[src/hw/rtl/tq_ring_unit.sv]
`default_nettype none

module tq_ring_unit #(
   parameter int unsigned CAPACITY = 1024
) (
   input  wire logic [$clog2(CAPACITY)-1:0] base,
   input  wire logic [$clog2(CAPACITY)-1:0] offset,
   output logic      [$clog2(CAPACITY)-1:0] pos
);

   localparam int unsigned AW = $clog2(CAPACITY);

   logic [AW:0] sum;
   logic [AW:0] wrapped;

   // Add within the ring, one conditional subtract wraps it
   always_comb begin
      sum     = {1'b0, base} + {1'b0, offset};
      wrapped = sum - (AW+1)'(CAPACITY);
      if (sum >= (AW+1)'(CAPACITY)) begin
         pos = wrapped[AW-1:0];
      end else begin
         pos = sum[AW-1:0];
      end
   end

endmodule

`default_nettype wire

[config.mk]
export PLATFORM = sky130hd
export DESIGN_NAME = tq_ring_unit
export DESIGN_NICKNAME = d
export VERILOG_FILES = /design/src/hw/rtl/tq_ring_unit.sv
export SDC_FILE = /design/constraint.sdc
export NUM_CORES = 1
export LEC_CHECK = 0
export BUFFER_PORTS_ARGS = -buffer_cell sky130_fd_sc_hd__clkbuf_2
export CAP_MARGIN = 40
export CORE_AREA = 2 2 39 41
export DETAILED_ROUTE_END_ITERATION = 16
export DIE_AREA = 0 0 41 43
export GPL_ROUTABILITY_DRIVEN = 0
export GPL_TIMING_DRIVEN = 0
export PLACE_DENSITY_LB_ADDON = 0.1
export RECOVER_POWER = 25
export SLEW_MARGIN = 25
export SYNTH_ARGS = -nofsm -noshare
export SYNTH_HDL_FRONTEND = slang
export SYNTH_SLANG_ARGS = --single-unit
[constraint.sdc]
create_clock -name vclk -period 1.5
set_input_delay 0.075 -clock vclk [all_inputs]
set_output_delay 0.075 -clock vclk [all_outputs]
set_load 0.05 [all_outputs]
==> flow_metrics.tcl <==
set metrics [dict create \
    run_status "finished with violations" \
    violations "setup timing" \
    worst_slew_pin_slew_ps 584 \
    drv_cap 0 \
    io_buffers 30 \
    drc 0 \
    dr.pass1.iters 4 \
    drt_first_iter_violations 4 \
    syn_area_sq_um 385 \
    grt_pass1_wl_mm 1.60 \
    layout_commonest_cell "clkbuf_2" \
    synth_fp_nets 81 \
    period_share 1.02 \
    crit_required_ps 1420 \
    grt_max_degree 7 \
    antenna_found_initial 0 \
    crit_type "input pin to output port" \
    maxSlewHeadroom 0.613 \
    drv_slew 0 \
    hold_class "input pin to output port" \
    period_needed_ps 1530 \
    routed_via_density 4.89 \
    design.seq.count 0 \
    cp-start-kind "input pin" \
    grt.total_usage 0.118 \
    finalNetCount 117 \
    postCtsHoldBufs 0 \
    grt_setup_unrepaired "yes" \
    cp.arrival_ps 1450 \
    fin_ws_ps -27.9 \
    critPathCaptureType "output port" \
    avgSynthCellArea_sq_um 7.56 \
    ys_seq_area_frac 0 \
    fmax_ghz 0.654 \
    die-height_microns 43 \
    fp.dieW_microns 41 \
    synthDistinctLibCells 17 \
    dp_hpwl_microns 824 \
    setup_viol 1 \
    peakVddDrop_mv 0.327 \
    clkbuf_count 0 \
    syn-instance-count 51 \
    wl_met2_microns 563 \
    cp_max_fo 4 \
    stdcell_count 101 \
    hold_viol 0 \
    seq_area_sq_um 0 \
    final_antenna_net_count 0 \
    final_util 0.587 \
    total_power_mw 0.622 \
    whs_ps 613 \
    yosysWarningCount 0 \
    placed_cells 97 \
    wl_met1_microns 381 \
    placementRows 14 \
    core_region_area_sq_mm 0.00138 \
    die_area_sq_mm 0.00176 \
    grt_pass1_vias 468 \
    pin_count 30 \
    tns_ps -27.9 \
    power_leakage_nw 0.389 \
    drive_above_1_share 0.671 \
    wl_met3_microns 69 \
    drt-total-wl_mm 1.01 \
    grt_remaining_overflow 0 \
    wl_per_cell_microns 10.0 \
    diodes 0 \
    power.density_cell_area_mw_per_mm2 766 \
    highest_layer "met3" \
    area_growth_pct 111 \
    vias 494 \
    initial_utilization 0.278 \
]
-- stage by stage --
| stage | instance area [sq um] | worst slack [ps] |
|---|---|---|
| floorplan | 473 | -158 |
| global placement | 643 | -317 |
| detailed placement | 643 | -312 |
| CTS | 769 | -65.0 |
| global route | 812 | -102 |
| finish | 812 | -27.9 |
-- timing repair --
action	in CTS	in global routing
resized for setup	22	12
pin swaps	8	6
setup buffers	3	1
endpoints found under the setup margin	5	6
-- logic make-up after synthesis --
group,after synthesis,share of synthesized area
xor gates and xnor gates,9,0.205
buffers and inverters,6,0.0584
and+or+nand+nor,13,0.156
AOI/OAI and AO/OA,13,0.237
adders and majority gates,10,0.344
-- layout make-up --
cell class	count	area, sq um
fillers	127	572
inverters	6	22.5
well taps	16	20.0
repair buffers	34	230
multi-input cells	45	539
-- report_power, final --
| group | internal, mW | switching [mW] |
|---|---|---|
| combinational | 0.264 | 0.358 |
| clock | 0 | 0 |
| sequential | 0 | 0 |
| total | 0.264 | 0.358 |
-- path summary, 6_finish.rpt --
path / start / to / cells after the start
worst min-delay path: offset[9] / pos[9] / 4
worst max-delay path: base[5] / pos[8] / 7
-- cell usage after synthesis --
cell / count / area share
ha_1: 9 / 0.29
xnor2_1: 7 / 0.16
inv_1: 6 / 0.058
nand3_1: 5 / 0.065
a21oi_1: 4 / 0.052
nor2_1: 4 / 0.039
a21o_1: 2 / 0.039
a31oi_1: 2 / 0.032
nand2_1: 2 / 0.019
o211ai_1: 2 / 0.039
xor2_1: 2 / 0.045
a221oi_2: 1 / 0.039
and2_1: 1 / 0.016
fa_1: 1 / 0.052
nand2b_1: 1 / 0.016
o21ai_0: 1 / 0.013
o221ai_1: 1 / 0.023
-- layer usage --
metal	GRT usage	vias to the layer above
met4	0	0
met3	0	0
met5	0	-
met2	0.241	17
met1	0.131	225
li1	-	252
-- critical path, cell delays in order --
cell and delay, ps:
clkbuf_2 100, ha_4 250, a21o_1 170, a21o_1 190, a221oi_2 340, xnor2_2 160, buf_8 160
No activity file was read; power rests on OpenSTA's default activity.
